File: src/hdl/bje_pkg.sv
// ----------------------------------------------------------------------------
// bje_pkg
// Types, constants and helpers shared by the escape-time engine.
// ----------------------------------------------------------------------------
package bje_pkg;

  localparam int IMAGE_SIZE_DEFAULT = 1024;
  localparam int COORD_W  = 10;
  localparam int ITER_W   = 10;
  localparam int STEP_W   = 28;
  localparam int FRAC_W   = 28;
  localparam int CFG_IDX_W = 3;

  localparam logic signed [31:0] CONST_RE_RST  = 32'sd147639501;
  localparam logic signed [31:0] CONST_IM_RST  = -32'sd225485783;
  localparam logic signed [31:0] ORIGIN_RE_RST = -32'sd402653184;
  localparam logic signed [31:0] ORIGIN_IM_RST = -32'sd322122547;
  localparam logic [STEP_W-1:0]  STEP_RE_RST   = 28'd786432;
  localparam logic [STEP_W-1:0]  STEP_IM_RST   = 28'd629146;
  localparam logic [ITER_W-1:0]  MAX_ITER_RST  = 10'd50;

  // |z|^2 >= 4.0 in Q8.56
  localparam logic [64:0] ESC_LIM = 65'h1 << 58;

  typedef enum logic [CFG_IDX_W-1:0] {
    REG_CONST_RE  = 3'd0,
    REG_CONST_IM  = 3'd1,
    REG_ORIGIN_RE = 3'd2,
    REG_ORIGIN_IM = 3'd3,
    REG_STEP_RE   = 3'd4,
    REG_STEP_IM   = 3'd5,
    REG_MAX_ITER  = 3'd6
  } reg_idx_t;

  typedef struct packed {
    logic signed [31:0] const_re;
    logic signed [31:0] const_im;
    logic signed [31:0] origin_re;
    logic signed [31:0] origin_im;
    logic [STEP_W-1:0]  step_re;
    logic [STEP_W-1:0]  step_im;
    logic [ITER_W-1:0]  max_iter;
  } cfg_t;

  typedef struct packed {
    logic load;      // capture request, start mapping products
    logic map;       // form start point
    logic mul;       // register squares and cross product
    logic upd;       // step z and count
    logic out_load;  // move result into output register
  } cmd_t;

  typedef struct packed {
    logic esc_hit;
    logic at_limit;
  } status_t;

  typedef enum logic [1:0] {
    S_IDLE = 2'd0,
    S_MAP  = 2'd1,
    S_MUL  = 2'd2,
    S_TEST = 2'd3
  } state_t;

  function automatic logic signed [31:0] sat32(input logic signed [39:0] v);
    logic signed [39:0] hi;
    logic signed [39:0] lo;
    hi = 40'sh007FFFFFFF;
    lo = 40'shFF80000000;
    if (v > hi) begin
      sat32 = 32'sh7FFFFFFF;
    end else if (v < lo) begin
      sat32 = 32'sh80000000;
    end else begin
      sat32 = v[31:0];
    end
  endfunction

endpackage

File: src/hdl/bje_cfg_regs.sv
// ----------------------------------------------------------------------------
// bje_cfg_regs
// Configuration register file, write-only, indexed writes.
// ----------------------------------------------------------------------------
module bje_cfg_regs (
  input  logic                          clk,
  input  logic                          rst,
  input  logic                          cfg_we,
  input  logic [bje_pkg::CFG_IDX_W-1:0] cfg_index,
  input  logic [31:0]                   cfg_data,
  output bje_pkg::cfg_t                 cfg
);

  always_ff @(posedge clk) begin
    if (rst) begin
      cfg.const_re  <= bje_pkg::CONST_RE_RST;
      cfg.const_im  <= bje_pkg::CONST_IM_RST;
      cfg.origin_re <= bje_pkg::ORIGIN_RE_RST;
      cfg.origin_im <= bje_pkg::ORIGIN_IM_RST;
      cfg.step_re   <= bje_pkg::STEP_RE_RST;
      cfg.step_im   <= bje_pkg::STEP_IM_RST;
      cfg.max_iter  <= bje_pkg::MAX_ITER_RST;
    end else if (cfg_we) begin
      case (cfg_index)
        bje_pkg::REG_CONST_RE:  cfg.const_re  <= cfg_data;
        bje_pkg::REG_CONST_IM:  cfg.const_im  <= cfg_data;
        bje_pkg::REG_ORIGIN_RE: cfg.origin_re <= cfg_data;
        bje_pkg::REG_ORIGIN_IM: cfg.origin_im <= cfg_data;
        bje_pkg::REG_STEP_RE:   cfg.step_re   <= cfg_data[bje_pkg::STEP_W-1:0];
        bje_pkg::REG_STEP_IM:   cfg.step_im   <= cfg_data[bje_pkg::STEP_W-1:0];
        bje_pkg::REG_MAX_ITER:  cfg.max_iter  <= cfg_data[bje_pkg::ITER_W-1:0];
        default: ;
      endcase
    end
  end

endmodule

File: config.mk
export PLATFORM = sky130hd
export DESIGN_NAME = bje_cfg_regs
export DESIGN_NICKNAME = d
export VERILOG_FILES = /design/src/hdl/bje_pkg.sv /design/src/hdl/bje_cfg_regs.sv
export SDC_FILE = /design/constraint.sdc
export NUM_CORES = 1
export LEC_CHECK = 0
export ABC_AREA = 1
export BUFFER_PORTS_ARGS = -buffer_cell sky130_fd_sc_hd__buf_2
export CAP_MARGIN = 20
export CELL_PAD_IN_SITES_DETAIL_PLACEMENT = 0
export CELL_PAD_IN_SITES_GLOBAL_PLACEMENT = 1
export CORE_MARGIN = 2
export CORE_UTILIZATION = 35
export DETAILED_ROUTE_END_ITERATION = 12
export GPL_TIMING_DRIVEN = 1
export PLACE_DENSITY_LB_ADDON = 0.1
export SYNTH_ARGS = -nofsm -noshare
export SYNTH_HDL_FRONTEND = slang
export SYNTH_SLANG_ARGS = --single-unit
File: constraint.sdc
create_clock -name clk -period 1.45 [get_ports clk]
set_clock_uncertainty 0.05 [all_clocks]
set_input_delay 0.2175 -clock clk [delete_from_list [all_inputs] [get_ports clk]]
set_output_delay 0.2175 -clock clk [all_outputs]
set_load 0.01 [all_outputs]
After elaboration in Yosys (flattened, before gate mapping)
Index checks and enable logic that the tools add are counted.

Equality and inequality tests: 6. Reductions and logical operators: 8.

Operators by type and width (number): 2-bit AND reduction (7); 3-bit equality test, second input constant (3); 3-bit by 2-bit equality test with 1-bit output, second input constant (2); 3-bit by 1-bit equality test with 1-bit output, second input constant (1); 3-bit zero test (1).

Input bits: 38. Logic and storage cells: 21. Output and inout port bits: 194. Flip-flop bits (word level): 194.

Depth between registers and ports, before layout
Word-level depth: 2. Mapped depth: 7. Depth with buffers taken out: 5.

Worst setup path before layout
OpenSTA, ideal clock, no wires.

Path kind: input to register. From: in cfg_we. To: reg cfg[134] in the netlist's numbering. Stages: 7. Data required time: 1.287 ns. Data arrival time: 0.969 ns. Path buffers: 2. Slack: 0.318 ns. Setup time: 0.113 ns. Cell sequence: inv_1 -> nor2_2 -> buf_2 -> buf_4 -> nand3_1 -> nand2_1 -> nor2_1.

Longest elaborated chain between the ends: 1.

RTL lines: start: declaration (line bje_cfg_regs.sv:8) `input logic cfg_we,`; 2-bit AND reduction (no line); end: declaration (line bje_cfg_regs.sv:11) `output bje_pkg::cfg_t cfg`.

Every way passes these cells. A chain may end at the register's enable or synchronous reset.

Worst setup path in the final report
From: reg cfg[116] in the netlist's numbering. To: out cfg[116] in the netlist's numbering.

No word-level cell between the ends.

==> run summary <==
STA
---------------------------------------------------------------------------------------
Unrepaired setup endpoints after global routing ..........................        false
Final critical-path setup slack ..........................................     198.3 ps
Final total negative setup slack .........................................         0 ps
Final worst hold slack ...................................................     25.13 ps
Number of pins exceeding their max-slew limit in the final report ........            0
Slew headroom ............................................................       69.45%
Highest Clock Rate .......................................................   0.7989 GHz
Fraction of the cycle the final worst path needs .........................       86.32%
Setup-failing EPs final ..................................................            0
Final Hold Violating Endpoints ...........................................            0
Pin slew with the least headroom to its limit ............................     457.7 ps
Tmin final ...............................................................      1252 ps

LAYOUT
---------------------------------------------------------------------------------------
Biggest regs ............................................................. cfg: 194 flops
Number of inserted filler cells in the final layout ......................         2246
Net count of the finished layout .........................................         1302
Share of post-route cells with drive strength above 1 ....................       24.35%
Final antenna diode count ................................................            0
Register with the highest flop count .....................................          cfg
Area added between synthesis and finish ..................................       32.94%
Flip-flop count of the largest register, all copies and words added ......          194
Non-filler instance count after layout ...................................         1552

CRITICAL PATH
---------------------------------------------------------------------------------------
CP bufs+invs .............................................................            1
Slowest cell delay on critical path ......................................       400 ps
Reg2Reg Launch Point .....................................................     cfg[117]
Worst endpoint required time .............................................      1180 ps
Setup CP Type ............................................................ flop to primary output
Crit path DAT ............................................................       980 ps
Reg-to-Reg End ...........................................................     cfg[117]
Worst Setup End Kind ..................................................... primary output
Setup crit end ...........................................................     cfg[116]
Family of cells with the greatest summed delay on the critical path ......   flip-flops
Flop2flop setup slack ....................................................       780 ps
Crit path depth ..........................................................            1
Slowest cell on the critical path ........................................      dfxtp_1
Worst Path Max Fanout ....................................................            2
Timing startpoint of the critical path ...................................     cfg[116]
Chain of cells forming the critical path .................................        buf_2
Element type at the critical path start ..................................         flop
Path depth of the worst reg2reg path .....................................            2

YOSYS
---------------------------------------------------------------------------------------
Yosys warning total ......................................................            0
Mean instance size in the synthesized netlist ............................    7.173 um2
Number of enable flip-flop cells after synthesis .........................            0
Top cell type by total area after synthesis ..............................      dfxtp_1
Post-synthesis cell type count ...........................................           14
Proportion of synthesized chip area in sequential cells ..................       52.62%
Share of the synthesized area in the top cell type .......................       52.62%
Async set-reset flop share out of synthesis ..............................           0%
Dominant register cell in the synthesized netlist ........................      dfxtp_1
Cells taking the most area after synthesis ............................... dfxtp_1 (53%), nand2_1 (14%), nand3_1 (13%), nor2_1 (13%), buf_2 (2.4%)
Synth Register Bits ......................................................          194
Count of mapped cells out of synthesis ...................................         1029
Most numerous cell in the Yosys netlist ..................................      nand2_1
Most frequent cells after synthesis ...................................... nand2_1 (273), nor2_1 (252), dfxtp_1 (194), nand3_1 (194), buf_2 (36)
Number of nets in the synthesized netlist ................................         1067
Total standard cell area after synthesis .................................     7381 um2

POWER AND IR DROP
---------------------------------------------------------------------------------------
Sw frac ..................................................................       27.69%
Part of the power in combinational logic .................................        11.5%
Power after layout .......................................................    0.01148 W
Worst vdd ir .............................................................  0.0006916 V
Leakage component of the power ...........................................     4.786 nW
Power density over the cells .............................................  1170 nW/um2
NetSw ....................................................................   0.003179 W
Portion of total power attributed to the clock network ...................        39.6%
Internal power ...........................................................   0.008301 W
Sequential cell fraction of total power ..................................        49.0%

PLACE
---------------------------------------------------------------------------------------
Port Buf Inserts .........................................................          231
Cells after DPL ..........................................................         1501
Worst slack, placed ......................................................     44.67 ps
Post-detail-place hpwl ...................................................     17560 um
RePlAce Congestion .......................................................       0.7433

CLOCKING
---------------------------------------------------------------------------------------
Number of gates resized after cts ........................................            0
Clock slew seen by the registers of the worst setup and hold paths .......        80 ps
Root buffer selected by CTS ..............................................    clkbuf_16
TritonCTS clock tree .....................................................          yes
Clock Sink Count .........................................................          194
Total clock buffers created by CTS .......................................           17
Maximum buffer depth of the clock tree ...................................            2
Clock H-tree levels ......................................................            4
Worst skew pair latency ..................................................       420 ps

GLOBAL ROUTE
---------------------------------------------------------------------------------------
Maximum number of pins on one net before global-route repair .............           42
All-Layer GR Usage .......................................................       22.82%
First-pass GRT wire length ...............................................     38850 um
Vias in the first global route ...........................................         6621
Remaining global-route overflow ..........................................            0
Number of antenna violations at the first check in global routing ........            0

WORST HOLD PATH
---------------------------------------------------------------------------------------
Hold path startpoint ..................................................... cfg_data[18]
Hold path cells ..........................................................            3
Hold Crit Class .......................................................... input pin to flop

STATUS
---------------------------------------------------------------------------------------
Run status ............................................................... finished clean

FLOORPLAN
---------------------------------------------------------------------------------------
Die area .................................................................    22270 um2
Core Area ................................................................    20890 um2
I/O Pins .................................................................          232
Row cnt ..................................................................           53
Initial Util .............................................................       35.33%
Die X-Extent .............................................................     149.2 um
Die Y ....................................................................     149.2 um

DETAILED ROUTING
---------------------------------------------------------------------------------------
Number of violations reported at the end of detailed-routing iteration 0 .          445
Post-Route WL ............................................................     25460 um
Post-route DRC violation count ...........................................            0
Number of routed nets with antenna violations ............................            0
Detailed-router iteration count before antenna repair ....................            5
Mean number of vias per cell .............................................        4.682
Routed WL per cell .......................................................     16.40 um
Vias .....................................................................         7266

RUN
---------------------------------------------------------------------------------------
Maximum Capacitance Violations ...........................................            0

## routing by layer
metal	vias up	GRT usage, %	share of wire [%]
li1	3688	-	-
met1	3334	32.86	48
met2	223	33.64	43
met3	21	6.789	7.8
met4	0	5.095	1.3
met5	-	0	0
## power by group through the flow
stage               sequential, W  combinational (W)  clock (W)
floorplan                 0.00582           0.000603          0
global placement          0.00575            0.00128          0
detailed placement        0.00575            0.00129          0
CTS                       0.00562            0.00133    0.00465
global route              0.00564            0.00146    0.00489
finish                    0.00562            0.00132    0.00454
## cell usage in the layout, fill, tap and decap left out, drive strengths merged
cell type | synthesis | routed
buf | 47 | 261
clkbuf | 17 | 18
clkinv | 1 | 4
clkinvlp | 0 | 4
dfxtp | 194 | 194
dlygate4sd3 | 0 | 19
inv | 38 | 45
nand2 | 275 | 275
nand3 | 194 | 194
nor2 | 263 | 263
## cell families (layout without fill, tap and decap cells)
family | Yosys count | after routing | share of synthesized area (%)
AND/OR/NAND/NOR | 732 | 732 | 41.23
flip-flops | 194 | 194 | 52.62
buffers and inverters | 103 | 351 | 6.153
## stage by stage
step	utilization [%]	cell area, um2
5_1_grt	46.97	9812
2_1_floorplan	-	7381
3_5_place_dp	43.38	9061
6_report	46.97	9812
4_1_cts	46.97	9812
3_3_place_gp	43.38	9061
## worst min-delay path by stage
stage | to | slack [ps]
CTS | cfg[148] | 10
finish | cfg[148] | 30
detailed placement | cfg[17] | 390
global placement | cfg[22] | 390
floorplan | cfg[125] | 280
global route | cfg[129] | 40
## layout make-up
cell class	count	area (um2)	area share, %
inverters	39	151.4	1.543
clock inverters	14	121.4	1.237
multi-input cells	732	3063	31.22
repair buffers	280	1809	18.44
flip-flops and latches	194	3884	39.58
clock buffers	18	439.2	4.476
well taps	275	344.1	3.507
## repair_timing
action | CTS | global route
buffers inserted | 0 | 0
hold endpoints to repair | 28 | 0
hold buffers | 19 | 0
(Power assumes the default switching activity.)
