<file path="config.mk">
export PLATFORM = sky130hd
export DESIGN_NAME = bje_ctrl
export DESIGN_NICKNAME = d
export VERILOG_FILES = /design/src/hdl/bje_pkg.sv /design/src/hdl/bje_ctrl.sv
export SDC_FILE = /design/constraint.sdc
export NUM_CORES = 1
export LEC_CHECK = 0
export BUFFER_PORTS_ARGS = -buffer_cell sky130_fd_sc_hd__buf_2
export CORE_AREA = 3 3 40 42
export CTS_CLUSTER_DIAMETER = 120
export DETAILED_ROUTE_END_ITERATION = 8
export DIE_AREA = 0 0 43 45
export GPL_ROUTABILITY_DRIVEN = 0
export MAX_ROUTING_LAYER = met4
export SLEW_MARGIN = 20
export SYNTH_ARGS = -nofsm -noshare
export SYNTH_HDL_FRONTEND = slang
export SYNTH_SLANG_ARGS = --single-unit
</file>
<file path="constraint.sdc">
create_clock -name clk -period 1.4 [get_ports clk]
set_input_delay 0.07 -clock clk [delete_from_list [all_inputs] [get_ports clk]]
set_output_delay 0.07 -clock clk [all_outputs]
set_load 0.01 [all_outputs]
</file>
<file path="src/hdl/bje_pkg.sv">
// ----------------------------------------------------------------------------
// bje_pkg
// Types, constants and helpers shared by the escape-time engine.
// ----------------------------------------------------------------------------
package bje_pkg;

  localparam int IMAGE_SIZE_DEFAULT = 1024;
  localparam int COORD_W  = 10;
  localparam int ITER_W   = 10;
  localparam int STEP_W   = 28;
  localparam int FRAC_W   = 28;
  localparam int CFG_IDX_W = 3;

  localparam logic signed [31:0] CONST_RE_RST  = 32'sd147639501;
  localparam logic signed [31:0] CONST_IM_RST  = -32'sd225485783;
  localparam logic signed [31:0] ORIGIN_RE_RST = -32'sd402653184;
  localparam logic signed [31:0] ORIGIN_IM_RST = -32'sd322122547;
  localparam logic [STEP_W-1:0]  STEP_RE_RST   = 28'd786432;
  localparam logic [STEP_W-1:0]  STEP_IM_RST   = 28'd629146;
  localparam logic [ITER_W-1:0]  MAX_ITER_RST  = 10'd50;

  // |z|^2 >= 4.0 in Q8.56
  localparam logic [64:0] ESC_LIM = 65'h1 << 58;

  typedef enum logic [CFG_IDX_W-1:0] {
    REG_CONST_RE  = 3'd0,
    REG_CONST_IM  = 3'd1,
    REG_ORIGIN_RE = 3'd2,
    REG_ORIGIN_IM = 3'd3,
    REG_STEP_RE   = 3'd4,
    REG_STEP_IM   = 3'd5,
    REG_MAX_ITER  = 3'd6
  } reg_idx_t;

  typedef struct packed {
    logic signed [31:0] const_re;
    logic signed [31:0] const_im;
    logic signed [31:0] origin_re;
    logic signed [31:0] origin_im;
    logic [STEP_W-1:0]  step_re;
    logic [STEP_W-1:0]  step_im;
    logic [ITER_W-1:0]  max_iter;
  } cfg_t;

  typedef struct packed {
    logic load;      // capture request, start mapping products
    logic map;       // form start point
    logic mul;       // register squares and cross product
    logic upd;       // step z and count
    logic out_load;  // move result into output register
  } cmd_t;

  typedef struct packed {
    logic esc_hit;
    logic at_limit;
  } status_t;

  typedef enum logic [1:0] {
    S_IDLE = 2'd0,
    S_MAP  = 2'd1,
    S_MUL  = 2'd2,
    S_TEST = 2'd3
  } state_t;

  function automatic logic signed [31:0] sat32(input logic signed [39:0] v);
    logic signed [39:0] hi;
    logic signed [39:0] lo;
    hi = 40'sh007FFFFFFF;
    lo = 40'shFF80000000;
    if (v > hi) begin
      sat32 = 32'sh7FFFFFFF;
    end else if (v < lo) begin
      sat32 = 32'sh80000000;
    end else begin
      sat32 = v[31:0];
    end
  endfunction

endpackage

</file>
<file path="src/hdl/bje_ctrl.sv">
// ----------------------------------------------------------------------------
// bje_ctrl
// Sequencer for the escape-time loop and output register valid flag.
// ----------------------------------------------------------------------------
module bje_ctrl (
  input  logic             clk,
  input  logic             rst,
  input  logic             in_valid,
  output logic             in_ready,
  output logic             out_valid,
  input  logic             out_ready,
  input  bje_pkg::status_t status,
  output bje_pkg::cmd_t    cmd
);

  bje_pkg::state_t state, state_next;
  logic            slot_free;

  assign slot_free = !out_valid || out_ready;

  always_ff @(posedge clk) begin
    if (rst) begin
      state     <= bje_pkg::S_IDLE;
      out_valid <= 1'b0;
    end else begin
      state <= state_next;
      if (cmd.out_load) begin
        out_valid <= 1'b1;
      end else if (out_ready) begin
        out_valid <= 1'b0;
      end
    end
  end

  always_comb begin
    state_next = state;
    cmd        = '0;
    in_ready   = 1'b0;
    case (state)
      bje_pkg::S_IDLE: begin
        in_ready = 1'b1;
        if (in_valid) begin
          cmd.load   = 1'b1;
          state_next = bje_pkg::S_MAP;
        end
      end
      bje_pkg::S_MAP: begin
        cmd.map    = 1'b1;
        state_next = bje_pkg::S_MUL;
      end
      bje_pkg::S_MUL: begin
        cmd.mul    = 1'b1;
        state_next = bje_pkg::S_TEST;
      end
      bje_pkg::S_TEST: begin
        // magnitude test wins over the count limit
        if (status.esc_hit || status.at_limit) begin
          if (slot_free) begin
            cmd.out_load = 1'b1;
            state_next   = bje_pkg::S_IDLE;
          end
        end else begin
          cmd.upd    = 1'b1;
          state_next = bje_pkg::S_MUL;
        end
      end
      default: state_next = bje_pkg::S_IDLE;
    endcase
  end

endmodule

</file>
-- Word-level counts from Yosys, hierarchy flattened
Cells that the tools add are included.
- equal/unequal tests: 5
- muxes and demuxes: 15
- reduce and logical (&&, ||, !) cells: 6
- operators with widths (cell ; count):
    1-bit 2-to-1 mux ; 10
    2-bit 2-to-1 mux ; 4
    2-bit case mux with 4 select lines ; 1
    2-bit == test, second input constant ; 2
    3-bit != test, second input constant ; 1
    2-bit by 1-bit == test with 1-bit output, second input constant ; 1
    2-bit logical NOT ; 1
    1-bit logical OR ; 2
    2-bit != test, second input constant ; 1
    2-bit AND reduction ; 1
    2-bit nonzero test ; 1
    1-bit logical NOT ; 1
- logic and storage cells: 28
- bits in registers: 3
- input bits: 6
- output and inout port bits: 7

-- Longest topological paths before layout
Gate-level depths: netlist of run 1.
- word-level depth: 6
- depth in mapped cells: 2
- mapped depth without buffers: 2

-- Worst setup path after synthesis of run 1
Ideal clock, no wire load.
- path type: flip-flop to flip-flop
- start: register out_valid
- end: register state[0]
- path slack: 0.496 ns
- library setup time: 0.092 ns
- path buffers: 0
- period minus slack after synthesis: 0.904 ns
- data required time: 1.308 ns
- arrival time: 0.812 ns
- stages on the path, launching flop included: 3
- cell sequence: dfxtp_1 -> or3b_1 -> o32ai_1
- cells in the longest elaborated chain, start to end: 4
- ends and longest elaborated chain (what ; RTL line ; RTL):
    from (decl) ; bje_ctrl.sv:10 ; output logic out_valid,
    from (signal assigned) ; bje_ctrl.sv:24 ; out_valid <= 1'b0;
    from (signal assigned) ; bje_ctrl.sv:28 ; out_valid <= 1'b1;
    from (signal assigned) ; bje_ctrl.sv:30 ; out_valid <= 1'b0;
    1-bit logical NOT ; bje_ctrl.sv:19 ; assign slot_free = !out_valid || out_ready;
    1-bit logical OR ; bje_ctrl.sv:19 ;
    3-bit != test (no line) ; n/a ;
    2-bit AND reduction (no line) ; n/a ;
    to (signal assigned) ; bje_ctrl.sv:23 ; state <= bje_pkg::S_IDLE;
    to (signal assigned) ; bje_ctrl.sv:26 ; state <= state_next;
    to (decl) ; bje_ctrl.sv:16 ; bje_pkg::state_t state, state_next;
Every way passes these cells.
A chain may end at the register's enable or synchronous reset.

==> results of run 1 <==
## layer usage
| metal | track usage (%) | share of wire [%] |
|---|---|---|
| met2 | 6.89 | 34 |
| met4 | 7.23 | 2.1 |
| met1 | 6.25 | 44 |
| met5 | - | 0 |
| met3 | 3.98 | 19 |
## cell usage in the layout, fill, tap and decap left out, types with 2 or more instances in the layout
cell type / synthesis / routed
buf_2: 0 / 12
clkbuf_4: 0 / 3
nor2b_1: 2 / 2
nor2_1: 2 / 2
dfxtp_1: 3 / 3
and2_1: 2 / 2
## critical path: cells and delay by family, from the launching register on
family,cells,cell delay [ns]
buffers and inverters,1,0.12
AND/OR/NAND/NOR,1,0.13
AO/OA/AOI/OAI,1,0.19
flip-flops,1,0.40
## worst max-delay path by stage
stage	end	slack, ns
floorplan	state[0]	0.50
global placement	cmd[0]	0.51
detailed placement	cmd[0]	0.49
CTS	cmd[0]	0.24
global route	cmd[0]	0.16
finish	cmd[0]	0.25
## cell families after synthesis
logic type,after synthesis
AND/OR/NAND/NOR,10
AO/OA/AOI/OAI,5
flip-flops,3
## cell type report
type	instances	area (µm²)	area share, %
repair buffers	12	60.1	23.1
well taps	15	18.8	7.21
clock buffers	4	26.3	10.1
multi-input cells	15	95.1	36.5
flip-flops and latches	3	60.1	23.1
## Yosys cell counts
library cell / count
a211oi_1: 1
a21oi_1: 1
and2_1: 2
dfxtp_1: 3
nand2_1: 1
nand2b_1: 1
nor2_1: 2
nor2b_1: 2
nor3_1: 1
o211a_1: 1
o211ai_1: 1
o32ai_1: 1
or3b_1: 1
## power by group
part           internal (mW)  switching, mW  leakage, nW  total (mW)
clock                  0.107         0.0506       0.0150       0.158
sequential            0.0916        0.00742       0.0247      0.0991
combinational         0.0233         0.0235       0.0885      0.0468
## through the flow
| step | std cells | setup WS, ns | hold WS [ns] | total power, mW |
|---|---|---|---|---|
| after floorplan | 18 | 0.496 | 0.139 | 0.123 |
| after global placement | 45 | 0.507 | 0.283 | 0.148 |
| after detailed placement | 45 | 0.495 | 0.280 | 0.148 |
| after CTS | 49 | 0.237 | 0.0275 | 0.313 |
| final | 49 | 0.253 | 0.0422 | 0.304 |
| after global routing | 49 | 0.164 | 0.0550 | 0.327 |
## registers in the layout (all words and copies together), names as in the netlist
| register | count |
|---|---|
| out_valid | 1 |
| state | 2 |
==> results.md, run 1 <==
- Max-slew violation count: 0
- Warnings from Yosys: 0
- Pin count of the biggest net entering global routing: 8
- Largest family of logic cells by synthesized area: simple AND/OR/NAND/NOR gates
- Area grow syn2layout: 67.7%
- Worst-skew pair later-pin latency: approximately 0.24 ns
- Cell taking the most area after synthesis: dfxtp_1
- Slew Limit Headroom: about 86%
- Share of the synthesized area in the top cell type: between 30% and 40%
- Max cap viols: 0
- Routed wire per std cell: between 8 and 9 µm
- Startpoint of the worst setup timing path: state[0]
- Placeable core region: 0.00128 mm²
- Run status: completed
- Critical path cell sequence: o211a_1, and2_1, buf_2
- Overall fraction of global-route tracks in use: 6.08%
- Vias: 190
- Largest fanout on the critical path: 7
- Critical Path AT: 1.08 ns
- Post-synthesis share of cell area spent on and, or, nand and nor gates: 36.3%
- Max Root-Sink Buffers: 2
- Layout cells sized above 1: 44.1%
- RSZ-0062 raised after global routing: false
- Maximum achievable frequency: just under 0.9 GHz
- Port Buffers: 12
- Launch instance of the worst min-delay path: rst
- Reg-to-reg setup timing slack: 0.50 ns
- H-tree depth reported by CTS: 1
- Overflow after GRT: 0
- Post-synthesis share of cell area spent on xor and xnor gates: 0%
- Antenna diode count: 0
- DRC Markers: 0
- Mean instance size in the synthesized netlist: around 8.6 µm²
- Initial Util: about 12%
- Clock Skews: about 0.0033 ns
- CTS tree: built
- Leak pwr: 0.128 nW
- Clock transition at path regs: ~0.040 ns
- Final period util: 82.0%
- Final core utilization: 20.3%
- Clock tree sinks: 3
- Time the final worst path needs with I/O delays and setup: 1.15 ns
- FF-to-FF Start: out_valid
- Antenna-violating nets left: 0
- Seq/Total Area, Yosys: around two fifths
- Flip-flop and latch count after synthesis: 3
- Via density: just under 4
- Type of the setup path with the least slack: reg2out
- Number of gates resized after CTS: 0
- Proportion of synthesized area in mux cells: 0%
- Number of distinct standard cells referenced by the synthesized netlist: 13
- Final hold violation count: 0
- CTS root buffer: clkbuf_4
- Post-CTS Setup Repair Bufs: 0
- Depth of the worst register-to-register path: 2
- Actual slew at the worst max-slew pin: 0.208 ns
- Hold Path Depth: 2
- Final-layout fill cell count: roughly 140
- Wire length of the first global-routing pass: ~750 µm
- Die Outline Area: 0.00194 mm²
- Setup-failing EPs final: 0
- Final Routed Wirelength: between 400 and 500 µm
- Std cell rows: 13
- Top cells by area in the synthesized netlist: dfxtp_1, and2_1, nor2b_1
- CP startpoint kind: register
- Synthesized area: 155 µm²
- Capture instance of the worst register-to-register path: state[0]
- Complex-gate fraction of the synthesized area: between 20% and 30%
- Number of CTS-inserted buffers: 3
- Number of global-route vias before repair: ~180
- Chip height: 45 µm
- Placed cell areas: ~230 µm²
- CTS Hold Bufs: 0
- Syn nets: 24
- Adder-cell area share of the yosys netlist: 0%
- Largest stage delay, worst path: 0.40 ns
- Hold-critical path endpoint: out_valid
- Detailed placement HPWL: 338 µm
- Min-Delay Path Class: in2reg
- Length of the first detailed-routing pass in iterations: 4
- Post-Layout Inst Area: 260 µm²
- Horizontal die dimension: 43 µm
- Worst Path Required: 1.33 ns
- Nets: 41
- Initial antenna violation count: 0
- Slowest-stage cell, CP: dfxtp_1
- VDD IR-drop max: 0.000381 V
- Endpoint kind of the worst setup timing path: output port
- Gate count of the mapped netlist: 18
- Number of design-rule violations left by the first detailed-router iteration: 9
- Setup_tns: 0 ns
- Pwr Density: 1170 mW/mm²
- Number of I/O pins: 13
Note: power is estimated with default switching activity, not from simulation.
==> inputs of run 2 (changes only) <==
clock period = 1.1 ns   (was 1.4 ns; I/O delays follow)
==> run 2 against run 1 <==
  * Cell area increased by 6.7%
  * Core utilization rose by 1.4 points
  * Non-clock buffer count up 1
  * Via count up 5.8%
  * Total power increased by 30%
  * Worst setup slack worse by 0.21 ns
  * Die area did not move
  * Clock skew about the same
  * Hold slack got worse by 0.024 ns
  * Combinational power rose by 40%
  * Largest cell class unchanged
  * Largest power group unchanged
  * Highest routed layer unchanged
==> results.md, run 2 (synthesis gave the netlist of run 1 again) <==
- Run status: completed
- Delay-heaviest family, CP: flip-flops
- Commonest cells after routing, fill and taps aside: buf_2, clkbuf_4, and2_1, nor2b_1, dfxtp_4
- Seq. cell area: 67.6 µm² (+13%)
- Depth of the worst register-to-register path: 2 (unchanged)
- Reg-to-reg setup timing slack: 0.18 ns (-0.32 ns)
- Placeable core region: 0.00128 mm² (unchanged)
- Port Buffers: 12 (unchanged)
- Final hold violation count: 0 (unchanged)
- Hold-critical path endpoint: state[1]
- Buffer and inverter count on the worst path: 1 (unchanged)
- Least setup slack across all paths after layout: 0.0417 ns (-0.211 ns)
- Launch instance of the worst min-delay path: rst
- Layout cells sized above 1: 54.3% (+10 points)
- CTS root buffer: clkbuf_4
- Largest stage delay, worst path: 0.37 ns (-0.03 ns)
- Max-slew violation count: 0 (unchanged)
- Largest fanout on the critical path: 7 (unchanged)
- H-tree depth reported by CTS: 1 (unchanged)
- Met3 Resource Use GR: 2.79% (-1.2 points)
- Vias: 201 (+5.8%)
- Most frequent standard cell in the layout excluding fill and tap cells: buf_2
- Register containing the most flip-flops in the final layout: state
- Via density: 4.02 (+3.7%)
- Critical path cell sequence: o211a_1, and2_1, buf_2
- VDD IR-drop max: 0.000298 V (-22%)
- Clock Skews: 0.00298 ns (-0.000300 ns)
- Final period util: 96.2%
- Length of the first detailed-routing pass in iterations: 3 (-1)
- Top Usage Layer GRT: met2
- Clock tree sinks: 3 (unchanged)
- Antenna diode count: 0 (unchanged)
- Clock transition at path regs: 0.04 ns (about the same)
- RSZ-0062 raised after global routing: false
- FF-to-FF Start: out_valid
- Std cell rows: 13 (unchanged)
- Number of global-route vias before repair: 183 (+1.1%)
- Leak pwr: 0.135 nW (+5.3%)
- Worst-skew pair later-pin latency: 0.24 ns (about the same)
- Number of CTS-inserted buffers: 3 (unchanged)
- Actual slew at the worst max-slew pin: 0.231 ns (+0.0224 ns)
- Antenna-violating nets left: 0 (unchanged)
- Met2 layer usage reported by global route: 7.78% (+0.90 points)
- Number of flip-flops in the largest register: 2 (unchanged)
- Worst Path Required: 1.04 ns (-0.29 ns)
- Overflow after GRT: 0 (unchanged)
- Min-Delay Path Class: in2reg
- Max Root-Sink Buffers: 2 (unchanged)
- Pin count of the biggest net entering global routing: 8 (unchanged)
- Initial Util: 12.1% (unchanged)
- Final Routed Wirelength: 472 µm (+11%)
- Capture instance of the worst register-to-register path: state[0]
- Number of I/O pins: 13 (unchanged)
- Multi-input gate area: 97.6 µm² (+2.6%)
- Endpoint kind of the worst setup timing path: output port
- Horizontal die dimension: 43 µm (unchanged)
- Regs by FF count: state x2, out_valid x1
- Slowest-stage cell, CP: dfxtp_4
- Pwr Density: 1420 mW/mm² (+21%)
- Time the final worst path needs with I/O delays and setup: 1.06 ns
- Maximum achievable frequency: 0.945 GHz
- CTS tree: built
- Initial antenna violation count: 0 (unchanged)
- Max cap viols: 0 (unchanged)
- CP startpoint kind: register
- Setup_tns: 0 ns (unchanged)
- Number of design-rule violations left by the first detailed-router iteration: 1 (-8)
- Routed wire per std cell: 9.44 µm (+8.6%)
- Setup-failing EPs final: 0 (unchanged)
- Slew Limit Headroom: 84.5% (-1.5 points)
- Die Outline Area: 0.00194 mm² (unchanged)
- Chip height: 45 µm (unchanged)
- Worst slack after detailed placement: 0.199 ns (-0.296 ns)
- Overall fraction of global-route tracks in use: 5.99% (-0.091 points)
- Type of the setup path with the least slack: reg2out
- DRC Markers: 0 (unchanged)
- Critical Path AT: 1.00 ns (-0.08 ns)
- Met1 global-route usage: 6.00% (-0.25 points)
- Nets: 42 (+2.4%)
- Area grow syn2layout: 79.0%
- Hold Path Depth: 2 (unchanged)
- Final-layout fill cell count: 150 (+4.9%)
- Wire length of the first global-routing pass: 765 µm (+2.7%)
==> run 2: where the power goes <==
| part | switching, mW | internal (mW) | total (mW) |
|---|---|---|---|
| Combinational | 0.0312 | 0.0341 | 0.0653 |
| Sequential | 0.0108 | 0.117 | 0.127 |
| Clock | 0.0646 | 0.136 | 0.201 |
| Total | 0.107 | 0.287 | 0.394 |
==> run 2: repair_timing <==
action	CTS	global route
hold buffers	0	0
pin swaps	0	0
resized for setup	2	3
buffers inserted	0	1
setup endpoints to repair	2	2
==> run 2: worst max-delay path by stage <==
stage | startpoint | endpoint | slack (ns) | cells after the start
final | state[1] | cmd[0] | 0.04 | 3
after CTS | state[0] | cmd[0] | 0.02 | 3
after global placement | state[0] | cmd[0] | 0.21 | 3
after global routing | state[1] | cmd[0] | 0.00008 | 3
after detailed placement | state[0] | cmd[0] | 0.20 | 3
after floorplan | out_valid | state[0] | 0.20 | 2
==> run 2: final cells by class <==
class / instances / share of cell area (%)
multi-input cells: 15 / 35.1
well taps: 15 / 6.76
clock buffers: 4 / 9.46
flip-flops and latches: 3 / 24.3
repair buffers: 13 / 24.3
==> run 2: routing by layer <==
metal,up-vias,part of all wire (%)
li1,101,-
met1,85,43
met2,13,38
met3,2,15
met4,0,3.6
met5,-,0
==> run 2: per-stage QoR <==
step                      instances  instance area, µm²  hold WS [ns]  util (%)  power (mW)
after floorplan                  18                 155         0.124         -       0.156
after global placement           45                 234         0.266      18.2       0.188
after detailed placement         45                 234         0.277      18.2       0.190
after CTS                        49                 263        0.0163      20.4       0.398
after global routing             50                 278        0.0433      21.6       0.415
final                            50                 278        0.0178      21.6       0.394
